==> config.mk <==
export PLATFORM = sky130hd
export DESIGN_NAME = radar_uart_frame_deframer
export DESIGN_NICKNAME = d
export VERILOG_FILES = /design/src/sv/rufd_pkg.sv /design/src/sv/radar_uart_frame_deframer.sv
export VERILOG_INCLUDE_DIRS = /design/src /design/src/sv
export SDC_FILE = /design/constraint.sdc
export NUM_CORES = 1
export LEC_CHECK = 0
export ABC_CLOCK_PERIOD_IN_PS = 8900
export BUFFER_PORTS_ARGS = -buffer_cell sky130_fd_sc_hd__buf_2
export CAP_MARGIN = 20
export CORE_UTILIZATION = 30
export CTS_CLUSTER_SIZE = 10
export DETAILED_ROUTE_END_ITERATION = 8
export MAX_ROUTING_LAYER = met4
export PLACE_DENSITY = 0.55
export SKIP_LAST_GASP = 1
export SYNTH_ARGS = -nofsm -noshare
export SYNTH_HDL_FRONTEND = slang
export SYNTH_SLANG_ARGS = --single-unit
==> constraint.sdc <==
create_clock -name clk_i -period 8.9 [get_ports clk_i]
set_input_delay 0.89 -clock clk_i [delete_from_list [all_inputs] [get_ports clk_i]]
set_output_delay 0.89 -clock clk_i [all_outputs]
set_load 0.03 [all_outputs]
==> src/sv/radar_uart_frame_deframer_defines.svh <==
// assertion macros for the radar uart frame deframer
`ifndef RADAR_UART_FRAME_DEFRAMER_DEFINES_SVH
`define RADAR_UART_FRAME_DEFRAMER_DEFINES_SVH

// same-cycle implication, checked on clk_i, off while in reset
`define RUFD_ASSERT_SAME(label, ante, cons, msg) \
  label: assert property (@(posedge clk_i) disable iff (!rst_ni) (ante) |-> (cons)) \
    else $error(msg);

// next-cycle implication, checked on clk_i, off while in reset
`define RUFD_ASSERT_NEXT(label, ante, cons, msg) \
  label: assert property (@(posedge clk_i) disable iff (!rst_ni) (ante) |=> (cons)) \
    else $error(msg);

`endif

==> src/sv/rufd_pkg.sv <==
// package: phase, kind and register codes plus frame type classifier
package rufd_pkg;

  localparam logic [7:0]  START_BYTE_RST    = 8'h01;
  localparam logic [15:0] MAX_LENGTH_RST    = 16'd1024;
  localparam logic [15:0] TIMEOUT_TICKS_RST = 16'd1000;

  localparam int unsigned CFG_IDX_W = 2;
  localparam logic [CFG_IDX_W-1:0] REG_START_BYTE    = 2'd0;
  localparam logic [CFG_IDX_W-1:0] REG_MAX_LENGTH    = 2'd1;
  localparam logic [CFG_IDX_W-1:0] REG_TIMEOUT_TICKS = 2'd2;

  localparam logic OP_BYTE = 1'b0;
  localparam logic OP_TICK = 1'b1;

  typedef enum logic [9:0] {
    PH_HUNT    = 10'b00_0000_0001,
    PH_ID_H    = 10'b00_0000_0010,
    PH_ID_L    = 10'b00_0000_0100,
    PH_LEN_H   = 10'b00_0000_1000,
    PH_LEN_L   = 10'b00_0001_0000,
    PH_TYPE_H  = 10'b00_0010_0000,
    PH_TYPE_L  = 10'b00_0100_0000,
    PH_HEAD_CK = 10'b00_1000_0000,
    PH_DATA    = 10'b01_0000_0000,
    PH_DATA_CK = 10'b10_0000_0000
  } phase_e;

  typedef enum logic [2:0] {
    KIND_PAYLOAD  = 3'd0,
    KIND_GOOD     = 3'd1,
    KIND_HDR_ERR  = 3'd2,
    KIND_DATA_ERR = 3'd3,
    KIND_LEN_ERR  = 3'd4
  } kind_e;

  localparam logic [2:0] CLASS_OTHER = 3'd7;

  function automatic logic [2:0] class_of(input logic [15:0] t);
    logic [2:0] c;
    case (t)
      16'h0F09: c = 3'd0;
      16'h0A04: c = 3'd1;
      16'h0A13: c = 3'd2;
      16'h0A14: c = 3'd3;
      16'h0A15: c = 3'd4;
      16'h0A16: c = 3'd5;
      16'h0A17: c = 3'd6;
      default:  c = CLASS_OTHER;
    endcase
    return c;
  endfunction

endpackage

==> src/sv/radar_uart_frame_deframer.sv <==
// radar uart frame deframer: byte/tick parser with one result register
// a result is registered and shows on the outputs in the cycle after its request is taken
// throughput: one request per cycle; the result register sits between the sides
// so a new request is taken whenever the result register is empty or being drained
// reset (async, active low): parser hunting, all held fields and counters zero,
// registers back to start 0x01, max length 1024, timeout 1000 ticks
module radar_uart_frame_deframer (
  input  logic        clk_i,
  input  logic        rst_ni,
  // configuration write channel
  input  logic        cfg_valid_i,
  output logic        cfg_ready_o,
  input  logic [1:0]  cfg_index_i,
  input  logic [15:0] cfg_data_i,
  // request channel
  input  logic        in_valid_i,
  output logic        in_ready_o,
  input  logic        opcode_i,
  input  logic [7:0]  rx_byte_i,
  // result channel
  output logic        out_valid_o,
  input  logic        out_ready_i,
  output logic [2:0]  kind_o,
  output logic [7:0]  payload_byte_o,
  output logic [15:0] byte_index_o,
  output logic [15:0] frame_ident_o,
  output logic [15:0] frame_length_o,
  output logic [15:0] frame_kind_code_o,
  output logic [2:0]  type_class_o
);

`include "radar_uart_frame_deframer_defines.svh"

  // configuration registers
  logic [7:0]  start_byte_q;
  logic [15:0] max_length_q;
  logic [15:0] timeout_ticks_q;

  // parser state
  rufd_pkg::phase_e phase_q, phase_d;
  logic [15:0] ident_q, ident_d;
  logic [15:0] length_q, length_d;
  logic [15:0] type_q, type_d;
  logic [7:0]  pxor_q, pxor_d;
  logic [15:0] count_q, count_d;
  logic [15:0] idle_q, idle_d;

  // result of the current request
  logic              res_valid;
  rufd_pkg::kind_e   res_kind;
  logic [7:0]        res_byte;
  logic [15:0]       res_index;
  logic [15:0]       res_type;
  logic [2:0]        res_class;

  // output register
  logic              out_valid_q;
  rufd_pkg::kind_e   kind_q;
  logic [7:0]        payload_byte_q;
  logic [15:0]       byte_index_q;
  logic [15:0]       ident_out_q;
  logic [15:0]       length_out_q;
  logic [15:0]       type_out_q;
  logic [2:0]        class_q;

  logic in_acc;
  logic [7:0] head_ck;
  logic [15:0] count_inc;

  // shorthands for the checks at the end
  logic tick_acc;
  logic in_data;
  logic data_acc;
  logic payload_out;

  // configuration is always taken
  assign cfg_ready_o = 1'b1;

  always_ff @(posedge clk_i or negedge rst_ni) begin
    if (!rst_ni) begin
      start_byte_q    <= rufd_pkg::START_BYTE_RST;
      max_length_q    <= rufd_pkg::MAX_LENGTH_RST;
      timeout_ticks_q <= rufd_pkg::TIMEOUT_TICKS_RST;
    end else if (cfg_valid_i && cfg_ready_o) begin
      case (cfg_index_i)
        rufd_pkg::REG_START_BYTE:    start_byte_q    <= cfg_data_i[7:0];
        rufd_pkg::REG_MAX_LENGTH:    max_length_q    <= cfg_data_i;
        rufd_pkg::REG_TIMEOUT_TICKS: timeout_ticks_q <= cfg_data_i;
        default: ;  // unused index, write dropped
      endcase
    end
  end

  // take a request whenever the result register is free or being drained
  assign in_ready_o = !out_valid_q || out_ready_i;
  assign in_acc     = in_valid_i && in_ready_o;

  // header checksum uses the start byte register as it stands at the check
  assign head_ck = ~(start_byte_q ^ ident_q[15:8] ^ ident_q[7:0] ^
                     length_q[15:8] ^ length_q[7:0] ^ type_q[15:8] ^ type_q[7:0]);
  assign count_inc = count_q + 16'd1;

  // one pass of the parser per request
  always_comb begin
    phase_d   = phase_q;
    ident_d   = ident_q;
    length_d  = length_q;
    type_d    = type_q;
    pxor_d    = pxor_q;
    count_d   = count_q;
    idle_d    = idle_q;
    res_valid = 1'b0;
    res_kind  = rufd_pkg::KIND_GOOD;
    res_byte  = 8'd0;
    res_index = 16'd0;
    res_type  = type_q;
    res_class = rufd_pkg::class_of(type_q);

    if (opcode_i == rufd_pkg::OP_TICK) begin
      // saturating idle counter; timeout drops a partial frame silently
      if (idle_q != 16'hFFFF) idle_d = idle_q + 16'd1;
      if (idle_d > timeout_ticks_q && phase_q != rufd_pkg::PH_HUNT) begin
        phase_d = rufd_pkg::PH_HUNT;
      end
    end else begin
      idle_d = 16'd0;
      case (phase_q)
        rufd_pkg::PH_HUNT: begin
          if (rx_byte_i == start_byte_q) phase_d = rufd_pkg::PH_ID_H;
        end
        rufd_pkg::PH_ID_H: begin
          ident_d = {rx_byte_i, 8'd0};
          phase_d = rufd_pkg::PH_ID_L;
        end
        rufd_pkg::PH_ID_L: begin
          ident_d = {ident_q[15:8], rx_byte_i};
          phase_d = rufd_pkg::PH_LEN_H;
        end
        rufd_pkg::PH_LEN_H: begin
          length_d = {rx_byte_i, 8'd0};
          phase_d  = rufd_pkg::PH_LEN_L;
        end
        rufd_pkg::PH_LEN_L: begin
          length_d = {length_q[15:8], rx_byte_i};
          if (length_d > max_length_q) begin
            // type not yet seen: report zero type, other class
            phase_d   = rufd_pkg::PH_HUNT;
            res_valid = 1'b1;
            res_kind  = rufd_pkg::KIND_LEN_ERR;
            res_type  = 16'd0;
            res_class = rufd_pkg::CLASS_OTHER;
          end else begin
            phase_d = rufd_pkg::PH_TYPE_H;
          end
        end
        rufd_pkg::PH_TYPE_H: begin
          type_d  = {rx_byte_i, 8'd0};
          phase_d = rufd_pkg::PH_TYPE_L;
        end
        rufd_pkg::PH_TYPE_L: begin
          type_d  = {type_q[15:8], rx_byte_i};
          phase_d = rufd_pkg::PH_HEAD_CK;
        end
        rufd_pkg::PH_HEAD_CK: begin
          if (rx_byte_i != head_ck) begin
            phase_d   = rufd_pkg::PH_HUNT;
            res_valid = 1'b1;
            res_kind  = rufd_pkg::KIND_HDR_ERR;
          end else if (length_q == 16'd0) begin
            // empty frame completes at the header
            phase_d   = rufd_pkg::PH_HUNT;
            res_valid = 1'b1;
            res_kind  = rufd_pkg::KIND_GOOD;
          end else begin
            pxor_d  = 8'd0;
            count_d = 16'd0;
            phase_d = rufd_pkg::PH_DATA;
          end
        end
        rufd_pkg::PH_DATA: begin
          res_valid = 1'b1;
          res_kind  = rufd_pkg::KIND_PAYLOAD;
          res_byte  = rx_byte_i;
          res_index = count_q;
          pxor_d    = pxor_q ^ rx_byte_i;
          count_d   = count_inc;
          if (count_inc >= length_q) phase_d = rufd_pkg::PH_DATA_CK;
        end
        rufd_pkg::PH_DATA_CK: begin
          phase_d   = rufd_pkg::PH_HUNT;
          res_valid = 1'b1;
          res_kind  = (rx_byte_i == ~pxor_q) ? rufd_pkg::KIND_GOOD
                                             : rufd_pkg::KIND_DATA_ERR;
        end
        default: phase_d = rufd_pkg::PH_HUNT;
      endcase
    end
  end

  // parser state advances only on a taken request
  always_ff @(posedge clk_i or negedge rst_ni) begin
    if (!rst_ni) begin
      phase_q  <= rufd_pkg::PH_HUNT;
      ident_q  <= 16'd0;
      length_q <= 16'd0;
      type_q   <= 16'd0;
      pxor_q   <= 8'd0;
      count_q  <= 16'd0;
      idle_q   <= 16'd0;
    end else if (in_acc) begin
      phase_q  <= phase_d;
      ident_q  <= ident_d;
      length_q <= length_d;
      type_q   <= type_d;
      pxor_q   <= pxor_d;
      count_q  <= count_d;
      idle_q   <= idle_d;
    end
  end

  // result register: valid under reset, payload loads with each result
  always_ff @(posedge clk_i or negedge rst_ni) begin
    if (!rst_ni) begin
      out_valid_q <= 1'b0;
    end else if (in_acc) begin
      out_valid_q <= res_valid;
    end else if (out_ready_i) begin
      out_valid_q <= 1'b0;
    end
  end

  always_ff @(posedge clk_i) begin
    if (in_acc && res_valid) begin
      kind_q         <= res_kind;
      payload_byte_q <= res_byte;
      byte_index_q   <= res_index;
      ident_out_q    <= ident_d;
      length_out_q   <= length_d;
      type_out_q     <= res_type;
      class_q        <= res_class;
    end
  end

  assign out_valid_o       = out_valid_q;
  assign kind_o            = kind_q;
  assign payload_byte_o    = payload_byte_q;
  assign byte_index_o      = byte_index_q;
  assign frame_ident_o     = ident_out_q;
  assign frame_length_o    = length_out_q;
  assign frame_kind_code_o = type_out_q;
  assign type_class_o      = class_q;

  assign tick_acc    = in_acc && (opcode_i == rufd_pkg::OP_TICK);
  assign in_data     = (phase_q == rufd_pkg::PH_DATA);
  assign data_acc    = in_acc && (opcode_i == rufd_pkg::OP_BYTE) && in_data;
  assign payload_out = out_valid_q && (kind_q == rufd_pkg::KIND_PAYLOAD);

  // a result only appears after a taken request
  `RUFD_ASSERT_SAME(a_result_from_request, $rose(out_valid_q), $past(in_acc), "stray result")
  // ticks never produce a result
  `RUFD_ASSERT_NEXT(a_tick_silent, tick_acc, !out_valid_q, "tick made a result")
  // a byte inside the payload is always forwarded
  `RUFD_ASSERT_NEXT(a_payload_fwd, data_acc, payload_out, "payload byte not forwarded")
  // payload count stays below the header length while gathering payload
  `RUFD_ASSERT_SAME(a_count_in_range, in_data, count_q < length_q, "count past length")

endmodule
# After elaboration in Yosys (flattened, before gate mapping)
# Cells that the tools add are included.
dict set report op_classes {
  addsub 2
  n_lt_le_gt_ge 3
  eq_ne 29
  muxes 40
  n_bitwise 12
  n_reduce_logical 19
}
# op count
set op_table {}
lappend op_table {{$mux W16} 10}
lappend op_table {{$pmux W16 S2} 4}
lappend op_table {{$eq A16 B12 Y1 const B} 7}
lappend op_table {{$pmux W10 S9} 1}
lappend op_table {{$xor A8 B8 Y8} 7}
lappend op_table {{$mux W10} 4}
lappend op_table {{$add A16 B1 Y16 const B} 2}
lappend op_table {{$gt A16 B16 Y1} 2}
lappend op_table {{$pmux W3 S7} 1}
lappend op_table {{$mux W9} 2}
lappend op_table {{$eq A8 B8 Y1} 2}
lappend op_table {{$ge A16 B16 Y1} 1}
lappend op_table {{$logic_not A16 Y1} 1}
lappend op_table {{$mux W8} 2}
lappend op_table {{$ne A16 B16 Y1 const B} 1}
lappend op_table {{$not A8 Y8} 2}
lappend op_table {{$pmux W8 S2} 1}
lappend op_table {{$mux W3} 4}
lappend op_table {{$pmux W3 S4} 1}
lappend op_table {{$eq A10 B1 Y1 const B} 1}
lappend op_table {{$eq A10 B10 Y1 const B} 1}
lappend op_table {{$eq A10 B2 Y1 const B} 1}
lappend op_table {{$eq A10 B3 Y1 const B} 1}
lappend op_table {{$eq A10 B4 Y1 const B} 1}
lappend op_table {{other kinds (28)} 45}
dict set report word_totals {
  reg_bits 217
  in_bits 32
  out_inout_bits 81
  elab_cells 124
}

# Longest topological paths before layout
# Gate-level depths: netlist of run 1.
dict set report logic_depth {
  word_depth 12
  depth_mapped 17
  ltp_nobuf 15
}

# Worst setup path before layout of run 1
# OpenSTA, ideal clock, no wires.
dict set report synth_timing {
  path_type {input port to flip-flop}
  startpoint {input out_ready_i}
  endpoint {register byte_index_q[0], in the netlist byte_index_o[0] (enable)}
  t_arrival_ps 7283
  required_time_ps 8278
  path_slack_ps 995
  path_stages 4
  path_buffers 0
  cell_sequence {nand2b_1 nand2_1 or3_1 o21ai_0}
}
dict set report synth_via {
  elab_chain_cells 3
}
# element line
set synth_rtl {}
lappend synth_rtl {{from (decl)} radar_uart_frame_deframer.sv:22} ;# input logic out_ready_i,
lappend synth_rtl {{$logic_or A1 B1 Y1} radar_uart_frame_deframer.sv:95} ;# assign in_ready_o = !out_valid_q || out_ready_i;
lappend synth_rtl {{$logic_and A1 B1 Y1} radar_uart_frame_deframer.sv:96} ;# assign in_acc = in_valid_i && in_ready_o;
lappend synth_rtl {{$logic_and A1 B1 Y1} radar_uart_frame_deframer.sv:233} ;# if (in_acc && res_valid) begin
lappend synth_rtl {{to (signal assigned)} radar_uart_frame_deframer.sv:236} ;# byte_index_q <= res_index;
lappend synth_rtl {{to (decl)} radar_uart_frame_deframer.sv:60} ;# logic [15:0] byte_index_q;
# No other way between the ends.
# A chain may end at the register's enable or synchronous reset.

==> metrics, run 1 <==
cell taking the most area after synthesis=dfrtp_1; status=complete, no violations; slowest stage delay, CP=530 ps; core area=37600 µm²; dpl hpwl=21700 µm; count of input and output buffers=111; vias=8103; # resized after CTS=0; first-pass GRT wire length=47600 µm; P&R area growth vs syn=16.4%; Rel. slew slack=31.6%; Pre-antenna DRT Iters=6; Routed Wire Length=30600 µm; postcts setup bufs=0; Die X=197 µm; Total Neg Setup Slack=0 ps; Tightest Hold Check Type=in -> async; M1 GR Usage=21.7%; Reg clk slew, reported paths=60 ps; GRT busiest layer=met2; Layout Skew=24.7 ps; number of DRC markers in iteration 0=534; count of final setup violators=0; Net count, final=1218; crit share post-route=51.1%; crit-path max FO=14; RSZ-0062 raised after global routing=false; FMAX=220 MHz; Cells after Synth=1034; GRT Residual Overflow=0; Lkg Pwr=0.00574 µW; Worst setup SP type=flip-flop; Worst setup EP type=flip-flop; Initial Utilization=30.4%; post-synth cell types=69; fin. max-slew vios=0; Combinational Power Share=21.6%; RR Endpoint=type_q[2]; Final Util=35.4%; GP Congestion=0.868; Worst-Margin Slew=1020 ps; Hold WS=333 ps; CTS buffer count=27; Crit Path Class=reg -> reg; Yosys Warn Count=0; Reg-to-Reg Start=idle_q[3]; sequential fraction of design power=43.3%; FILL cells=3776; layout cells sized above 1=22.3%; routing usage on met2=25.8%; area of the die=38900 µm²; WP data required=9400 ps; pwr/cell area=221 nW/µm²; I/O pin cnt=113; worst path arrival time=5060 ps; sequential-to-total area share from yosys stat=51.0%; Overall Global Routing Usage=16.5%; CTS Hold Bufs=0; final hold viol count=0; wire length per cell=18.4 µm; most frequent CP cell=nand3_1; Tmin final=4550 ps; # rows=71; die height=197 µm; register bit total from synthesis=217; Critical Path Start=idle_q[3]; CTS H-tree depth=1; Synth top area share=28.5%; CTS max path bufs=3; Global Route met3 Usage=2.56%; VDD IR max=0.157 mV; slowest CP cell=nor3_1; syn nets=1116; synth top area cells=dfrtp_1 28%, edfxtp_1 20%, mux2_2 6.8%, ha_1 5.5%, xnor2_1 4.7%; ys flop type=dfrtp_1; clock share of power=35.2%; Sw Pwr=893 µW; CP cell instances=nand3_1, nor2_1, nand3_1, nor3_1, nand3_1, nor3b_1, nor2_1, ha_1, nand4_1, or3_1, a21o_1, a31oi_1, o32ai_4, nor3_2, a22o_1; vias per cell=4.86; Antenna diodes=0; Pint=2050 µW; MaxCap Viol Count=0; worst reg-to-reg setup slack=4350 ps; antenna-violating nets left=0; post-synthesis cell area=11400 µm²; pin count of the biggest net entering global routing=73; Clock Latency Late Sink=570 ps; CTS tree=done; Root Buffer Master=clkbuf_16; DRC Markers=0; Mapped Avg Cell Area=11.1 µm²; R2R depth=15; Post-synth EDFFs=78; number of global-route vias before repair=8070; Async SR Flop Fraction=64.1%; Clock Sinks=217; initial antenna violation count=0; switching share of total power=30.4%; Critical Path Sink=type_q[2]
==> worst min path at each step <==
stage	cells after the start	slack [ps]	start	end
final	1	330	rst_ni	out_valid_o
after global routing	1	400	rst_ni	idle_q[11]
after CTS	1	380	rst_ni	idle_q[9]
after floorplan	1	470	pxor_q[1]	pxor_q[1]
after global placement	1	490	pxor_q[3]	pxor_q[3]
after detailed placement	1	490	pxor_q[0]	pxor_q[0]
==> stage by stage <==
stage	instance area (µm²)	cells	power (µW)	worst slack, ps
after floorplan	11400	1034	1730	995
after global placement	12500	1618	1910	4520
after detailed placement	12500	1618	1920	4420
after CTS	13300	1667	2970	4370
after global routing	13300	1667	3090	3870
final	13300	1667	2940	4350
==> worst max-delay path, delay by kind of cell, from the launching register on <==
family | cells | cell delay (ps)
simple gates | 10 | 2710
compound gates | 4 | 1030
flops | 1 | 480
fa+ha+maj | 1 | 290
==> power by group through the flow <==
| stage | Sequential [µW] | Clock, µW | Combinational (µW) |
|---|---|---|---|
| 6_report | 1270 | 1030 | 634 |
| 5_1_grt | 1290 | 1100 | 711 |
| 4_1_cts | 1270 | 1060 | 639 |
| 3_5_place_dp | 1290 | 0 | 635 |
| 3_3_place_gp | 1290 | 0 | 623 |
| 2_1_floorplan | 1230 | 0 | 500 |
==> cell type report <==
| cell class | instances | area [µm²] | area share [%] |
|---|---|---|---|
| multi-input cells | 717 | 5190 | 39.0 |
| clock buffers | 45 | 783 | 5.88 |
| inverters | 54 | 203 | 1.52 |
| well taps | 511 | 639 | 4.80 |
| repair buffers | 119 | 622 | 4.67 |
| flip-flops and latches | 217 | 5830 | 43.8 |
| clock inverters | 4 | 38.8 | 0.291 |
==> registers in the layout, indices dropped and copies added (netlist names), 10 cells and up <==
signal,flops
frame_ident_o,16
timeout_ticks_q,16
phase_q,10
length_q,16
frame_length_o,16
ident_q,16
byte_index_o,16
max_length_q,16
idle_q,16
count_q,16
type_q,16
frame_kind_code_o,16
==> routing by layer <==
layer / wire [µm] / part of all wire [%] / vias to the layer above
li1: - / - / 3893
met2: 14000 / 46 / 192
met3: 1310 / 4.3 / 59
met5: 0 / 0 / -
met4: 992 / 3.2 / 0
met1: 14300 / 47 / 3959
==> cells in the mapped netlist, types with 13 or more instances <==
master    count
inv_1        54
nand2_1     121
xor2_1       21
nor2b_1      14
a21oi_1      25
clkbuf_1     25
edfxtp_1     78
dfrtp_1     130
nor4_1       13
xnor2_1      61
mux2_2       69
nand4_1      13
o21ai_0      51
nor2_1       35
a22o_1       38
and2_1       42
ha_1         50
nand3_1      21
==> cell usage in the layout, fill, tap and decap left out, types with 21 or more instances in the layout <==
master / instances
buf_2: 110
mux2_2: 69
nor2_1: 35
nand3_1: 21
xor2_1: 21
a22o_1: 38
clkbuf_16: 27
xnor2_1: 61
inv_1: 54
and2_1: 41
dfrtp_1: 130
edfxtp_1: 78
a21oi_1: 25
ha_1: 50
nand2_1: 121
o21ai_0: 50
==> kinds of logic (layout without fill, tap and decap cells) <==
family	after synthesis	after routing	share of synthesized area [%]
muxes	77	77	7.51
xor gates and xnor gates	85	85	6.71
AOI/OAI and AO/OA	172	172	10.3
adders and majority gates	50	50	5.47
other	1	1	0.0328
and+or+nand+nor	332	332	15.3
buffers and inverters	100	222	3.68
DFF	217	217	51.0
Power figures use the tool's default switching activity.
==> run 2: changes to the inputs <==
- ABC_AREA: not set -> 1
- ABC_CLOCK_PERIOD_IN_PS: 8900 -> 3900
- PLACE_DENSITY: 0.55 -> 0.57
- clock period: 8.9 -> 3.9 ns (I/O delays scaled with it)
==> metrics, run 2 <==
antenna-violating nets left=0 (unchanged); Mapped Avg Cell Area=8.46 µm² (-23%); initial antenna violation count=1 (+1); syn nets=1493 (+34%); vias=9891 (+22%); number of DRC markers in iteration 0=628 (+18%); CTS buffer count=27 (unchanged); # resized after CTS=0 (unchanged); RSZ-0062 raised after global routing=false; post-synthesis cell area=11900 µm² (+4.5%); postcts setup bufs=0 (unchanged); Synth top area share=27.2% (-1.2 points); Tmin final=3510 ps (-1040 ps); die height=202 µm (+2.2%); VDD IR max=0.288 mV (+83%); GP Congestion=0.920 (+6.0%); Post-synth EDFFs=78 (unchanged); count of final setup violators=0 (unchanged); count leader, synth=nand2_1; Crit Path Class=reg -> reg; cell taking the most area after synthesis=dfrtp_1; wire length on met1=15700 µm (+10%); Non-Filler Instances=2065 (+24%); area of the die=40600 µm² (+4.4%); pwr/cell area=486 nW/µm² (+120%); dpl hpwl=25200 µm (+16%); GRT Residual Overflow=0 (unchanged); DRC Markers=0 (unchanged); # rows=72 (+1.4%); Cells after Synth=1411 (+36%); most frequent cells in the layout=363 x nand2_1, 205 x inv_1, 130 x dfrtp_1, 115 x o21ai_0, 110 x buf_2; first-pass GRT wire length=52700 µm (+11%); Final Util=35.7% (+0.28 points); fin. max-slew vios=0 (unchanged); Yosys Warn Count=0 (unchanged); core area=38900 µm² (+3.6%); Top Layer Used=met4; Overall Global Routing Usage=17.0% (+0.53 points); Async SR Flop Fraction=64.1% (unchanged); Total Neg Setup Slack=0 ps (unchanged); ys flop type=dfrtp_1; CTS Hold Bufs=1 (+1); synth top area cells=dfrtp_1 27%, edfxtp_1 20%, nand2_1 11%, inv_1 6.5%, ha_1 5.2%; count of input and output buffers=111 (unchanged); Met2 Wirelength=15500 µm (+11%); pin count of the biggest net entering global routing=80 (+9.6%); crit-path max FO=17 (+3); final hold viol count=0 (unchanged); most common cell after layout, fill and taps aside=nand2_1; vias per cell=4.79 (-1.5%); Worst-Margin Slew=896 ps (-126 ps); Net count, final=1607 (+32%); post-synth cell types=54 (-22%); I/O pin cnt=113 (unchanged); CTS tree=done; FMAX=285 MHz (+30%); Worst setup SP type=flip-flop; Die X=202 µm (+2.2%); Pre-antenna DRT Iters=5 (-1); layout cells sized above 1=14.1% (-8.2 points); Rel. slew slack=40.1% (+8.5 points); Layout Skew=21.1 ps (-3.64 ps); Clock Sinks=217 (unchanged); Root Buffer Master=clkbuf_16; CTS H-tree depth=1 (unchanged); sequential-to-total area share from yosys stat=48.8% (-2.2 points); Initial Utilization=30.7% (+0.27 points); Hold WS=133 ps (-200 ps); status=complete, no violations; WP data required=4290 ps (-5110 ps); Reg clk slew, reported paths=50 ps (about the same); number of global-route vias before repair=9296 (+15%); wire length per cell=16.4 µm (-11%); WL met3=1870 µm (+43%); Tightest Hold Check Type=in -> reg; Post-synth top cells=363 x nand2_1, 207 x inv_1, 130 x dfrtp_1; Lkg Pwr=0.00649 µW (+13%); MaxCap Viol Count=0 (unchanged); Clock Latency Late Sink=550 ps (-20 ps); worst path arrival time=3900 ps (-1160 ps); Worst setup EP type=flip-flop; P&R area growth vs syn=16.3% (about the same); placed cells=2012 (+24%); CTS max path bufs=3 (unchanged); Power Total=6750 µW (+130%); crit share post-route=90.0% (+39 points); register bit total from synthesis=217 (unchanged); Routed Wire Length=33900 µm (+11%); FILL cells=4067 (+7.7%)
## run 2: cell types whose count changed in the layout (fill, tap and decap cells not counted), sizes merged, moves of 47 or more
cell   before  now
nand3      22   81
nor2       38   85
inv        55  218
mux2       70    0
o21ai      52  119
nand2     122  370
## run 2: area by class of cell
type	instances	area, µm²	share of cell area, %
multi-input combinational	937	5100	36.7
tap	518	648	4.66
inverter	220	828	5.96
clock inverter	4	27.5	0.198
sequential	217	5830	42.0
clock buffer	46	777	5.59
timing repair buffer	122	679	4.89
antenna	1	2.50	0.0180
## run 2: worst paths after layout
kind / startpoint / to / slack, ps / cells past startpoint
min in group asynchronous: rst_ni / out_valid_o / 470 / 2
hold reg to reg: max_length_q[3] / max_length_q[3] / 480 / 2
hold / removal: out_ready_i / out_valid_o / 130 / 4
max in group asynchronous: rst_ni / timeout_ticks_q[9] / 2500 / 3
setup reg to reg: idle_q[1] / phase_q[9] / 390 / 20
setup / recovery: idle_q[1] / phase_q[9] / 390 / 20
## run 2: power breakdown
| group | internal [µW] | total (µW) | switching, µW |
|---|---|---|---|
| logic | 562 | 1610 | 1050 |
| registers | 2610 | 2840 | 233 |
| clock network | 1350 | 2300 | 955 |
| total | 4520 | 6750 | 2230 |
## run 2: logic make-up (layout without fill, tap and decap cells)
kind of cell / after synthesis / count (layout) / share of synthesized area [%]
XOR/XNOR: 55 / 55 / 4.16
flip-flops: 217 / 217 / 48.8
adder cells (fa/ha/maj): 50 / 50 / 5.24
AO/OA/AOI/OAI: 204 / 204 / 9.32
AND/OR/NAND/NOR: 627 / 627 / 24.0
buffers and inverters: 257 / 392 / 8.46
other: 1 / 2 / 0.0314
## run 2: through the flow
stage	area (µm²)	worst slack [ps]
2_1_floorplan	11900	351
3_3_place_gp	13100	546
3_5_place_dp	13100	419
4_1_cts	13900	394
5_1_grt	13900	5.89
6_report	13900	391
## run 2: routing by layer
layer  vias to the layer above  GRT usage [%]
met5                         -              -
li1                       4893              -
met4                         0           4.92
met2                       302           26.3
met3                        46           2.43
met1                      4650           23.1
## run 2: worst max-delay path, stage by stage, from the launching register on
cell	delay, ps
dfrtp_1	410
ha_1	210
nand3_1	150
nor3_2	220
nand2_1	140
nor2_2	200
nand2_2	190
nand2_1	130
o21ai_0	80
o21ai_0	110
inv_1	80
ha_1	270
nand2_1	60
nor4_1	370
nand2_1	90
nand2_1	80
nand3b_1	80
nand2_1	130
nand3b_4	190
nand2_1	90
o21ai_0	80
==> run 3: changes to the inputs <==
- CELL_PAD_IN_SITES_DETAIL_PLACEMENT: not set -> 2
- CELL_PAD_IN_SITES_GLOBAL_PLACEMENT: not set -> 2
- PLACE_DENSITY: 0.57 -> 0.8
==> metrics, run 3 (synthesis results as in run 2) <==
VDD IR max=0.347 mV (+20%); area post-placement=13100 µm² (about the same); CP cell instances=ha_2, nand3_1, nor3_2, nand2_1, nor2_4, nand2_4, nand2_1, o21ai_0, o21ai_0, inv_1, ha_1, nand2_1, nor4_4, nand2_1, nand2_1, nand3b_1, nand2_1, nand3b_4, nand2_1, o21ai_0; Worst-Margin Slew=983 ps (+86.7 ps); Crit path max-delay family=simple AND/OR/NAND/NOR gates; Crit path buffers/inverters=1 (unchanged); antenna-violating nets left=0 (unchanged); most frequent CP cell=nand2_1; worst path arrival time=4150 ps (+250 ps); DRC Markers=0 (unchanged); number of global-route vias before repair=11.2k (+21%); Clock Latency Late Sink=580 ps (+30 ps); most frequent cells in the layout=363 x nand2_1, 205 x inv_1, 130 x dfrtp_1, 114 x o21ai_0, 110 x buf_2; Root Buffer Master=clkbuf_16; vias per cell=5.04 (+5.2%); layout cells sized above 1=14.3% (+0.19 points); Worst setup SP type=flip-flop; P&R area growth vs syn=16.8%; Overall Global Routing Usage=21.6% (+4.6 points); initial antenna violation count=2 (+1); die height=202 µm (unchanged); Hold WS=110 ps (-22.9 ps); status=complete, no violations; slowest stage delay, CP=440 ps (+30 ps); fin. max-slew vios=0 (unchanged); footprint of the multi-input gates=5130 µm² (+0.54%); Die X=202 µm (unchanged); crit-path max FO=17 (unchanged); MaxCap Viol Count=0 (unchanged); most common cell after layout, fill and taps aside=nand2_1; crit share post-route=96.3% (+6.3 points); Rel. slew slack=34.3% (-5.8 points); count of input and output buffers=111 (unchanged); Tmin final=3760 ps (+248 ps); pwr/cell area=500 nW/µm² (+2.8%); WP data required=4300 ps (about the same); FMAX=266 MHz (-6.6%); I/O pin cnt=113 (unchanged); GRT Residual Overflow=0 (unchanged); slowest CP cell=dfrtp_1; CTS H-tree depth=1 (unchanged); Tightest Hold Check Type=in -> reg; pin count of the biggest net entering global routing=90 (+13%); wire length per cell=20.4 µm (+24%); Routed Wire Length=42100 µm (+24%); CTS buffer count=27 (unchanged); vias=10.4k (+5.3%); FILL cells=4478 (+10%); final hold viol count=0 (unchanged); CTS max path bufs=3 (unchanged); GP Congestion=0.839 (-8.9%); Clock Sinks=217 (unchanged); Initial Utilization=30.7% (unchanged); Reg clk slew, reported paths=60 ps (about the same); Pre-antenna DRT Iters=5 (unchanged); Net count, final=1608 (+0.062%); first-pass GRT wire length=66100 µm (+25%); Layout Skew=30.4 ps (+9.31 ps); Worst setup EP type=flip-flop; Crit Path Class=reg -> reg; Sequential Area=5830 µm² (unchanged); core area=38900 µm² (unchanged); CTS tree=done; number of DRC markers in iteration 0=413 (-34%); count of final setup violators=0 (unchanged); # rows=72 (unchanged); area of the die=40600 µm² (unchanged); Lkg Pwr=0.00652 µW (+0.42%); fin area=13900 µm² (+0.39%); dpl hpwl=31400 µm (+25%)
-- run 3: worst paths after layout --
check,start,end,slack (ps),cells past startpoint
min in group asynchronous,rst_ni,out_valid_o,510,2
hold / removal,cfg_data_i[10],max_length_q[10],110,3
hold reg to reg,timeout_ticks_q[10],timeout_ticks_q[10],490,2
max in group asynchronous,rst_ni,start_byte_q[0],2580,3
setup reg to reg,idle_q[0],phase_q[9],140,20
setup / recovery,idle_q[0],phase_q[9],140,20
-- run 3: where the power goes --
part           internal (µW)  leakage, µW  switching [µW]  total [µW]
combinational            569      0.00360            1190        1760
clock                   1350     0.000394            1020        2370
sequential              2610      0.00252             232        2840
-- run 3: repair_timing --
item,in CTS,in global routing
setup endpoints to repair,0,10
endpoints found under the hold margin,41,0
hold buffers,1,0
setup buffers,0,1
resized for setup,0,6
-- run 3: metal layers --
layer | global-route usage (%) | up-vias | part of all wire [%] | routed length (µm)
li1 | - | 4869 | - | -
met1 | 26.6 | 5271 | 43 | 18200
met2 | 36.3 | 193 | 50 | 21000
met3 | 2.85 | 79 | 3.4 | 1430
met4 | 7.14 | 0 | 3.5 | 1450
met5 | - | - | 0 | 0
-- run 3: area by class of cell --
cell class                 instances  share of cell area [%]
clock buffer                      45                    5.54
timing repair buffer             123                    5.01
inverter                         220                    5.94
tap                              518                    4.65
multi-input combinational        937                    36.8
clock inverter                     4                   0.251
antenna                            2                  0.0359
sequential                       217                    41.8
-- run 3: worst register-to-register path, cell delays in order, from the launching register on --
cell and delay (ps):
dfrtp_1 440, ha_2 240, nand3_1 180, nor3_2 240, nand2_1 180, nor2_4 180, nand2_4 130, nand2_1 140
o21ai_0 90, o21ai_0 130, inv_1 90, ha_1 310, nand2_1 120, nor4_4 330, nand2_1 100, nand2_1 70
nand3b_1 120, nand2_1 150, nand3b_4 190, nand2_1 100, o21ai_0 80
-- run 3: stage by stage --
step / utilization [%] / std cells / setup WS [ps] / setup TNS, ps / power [µW]
2_1_floorplan: - / 1411 / 351 / 0 / 3990
3_3_place_gp: 33.6 / 2012 / 492 / 0 / 4480
3_5_place_dp: 33.6 / 2012 / 238 / 0 / 4610
4_1_cts: 35.7 / 2062 / 73.5 / 0 / 7050
5_1_grt: 35.8 / 2066 / -129 / -936 / 7380
6_report: 35.8 / 2066 / 144 / 0 / 6970
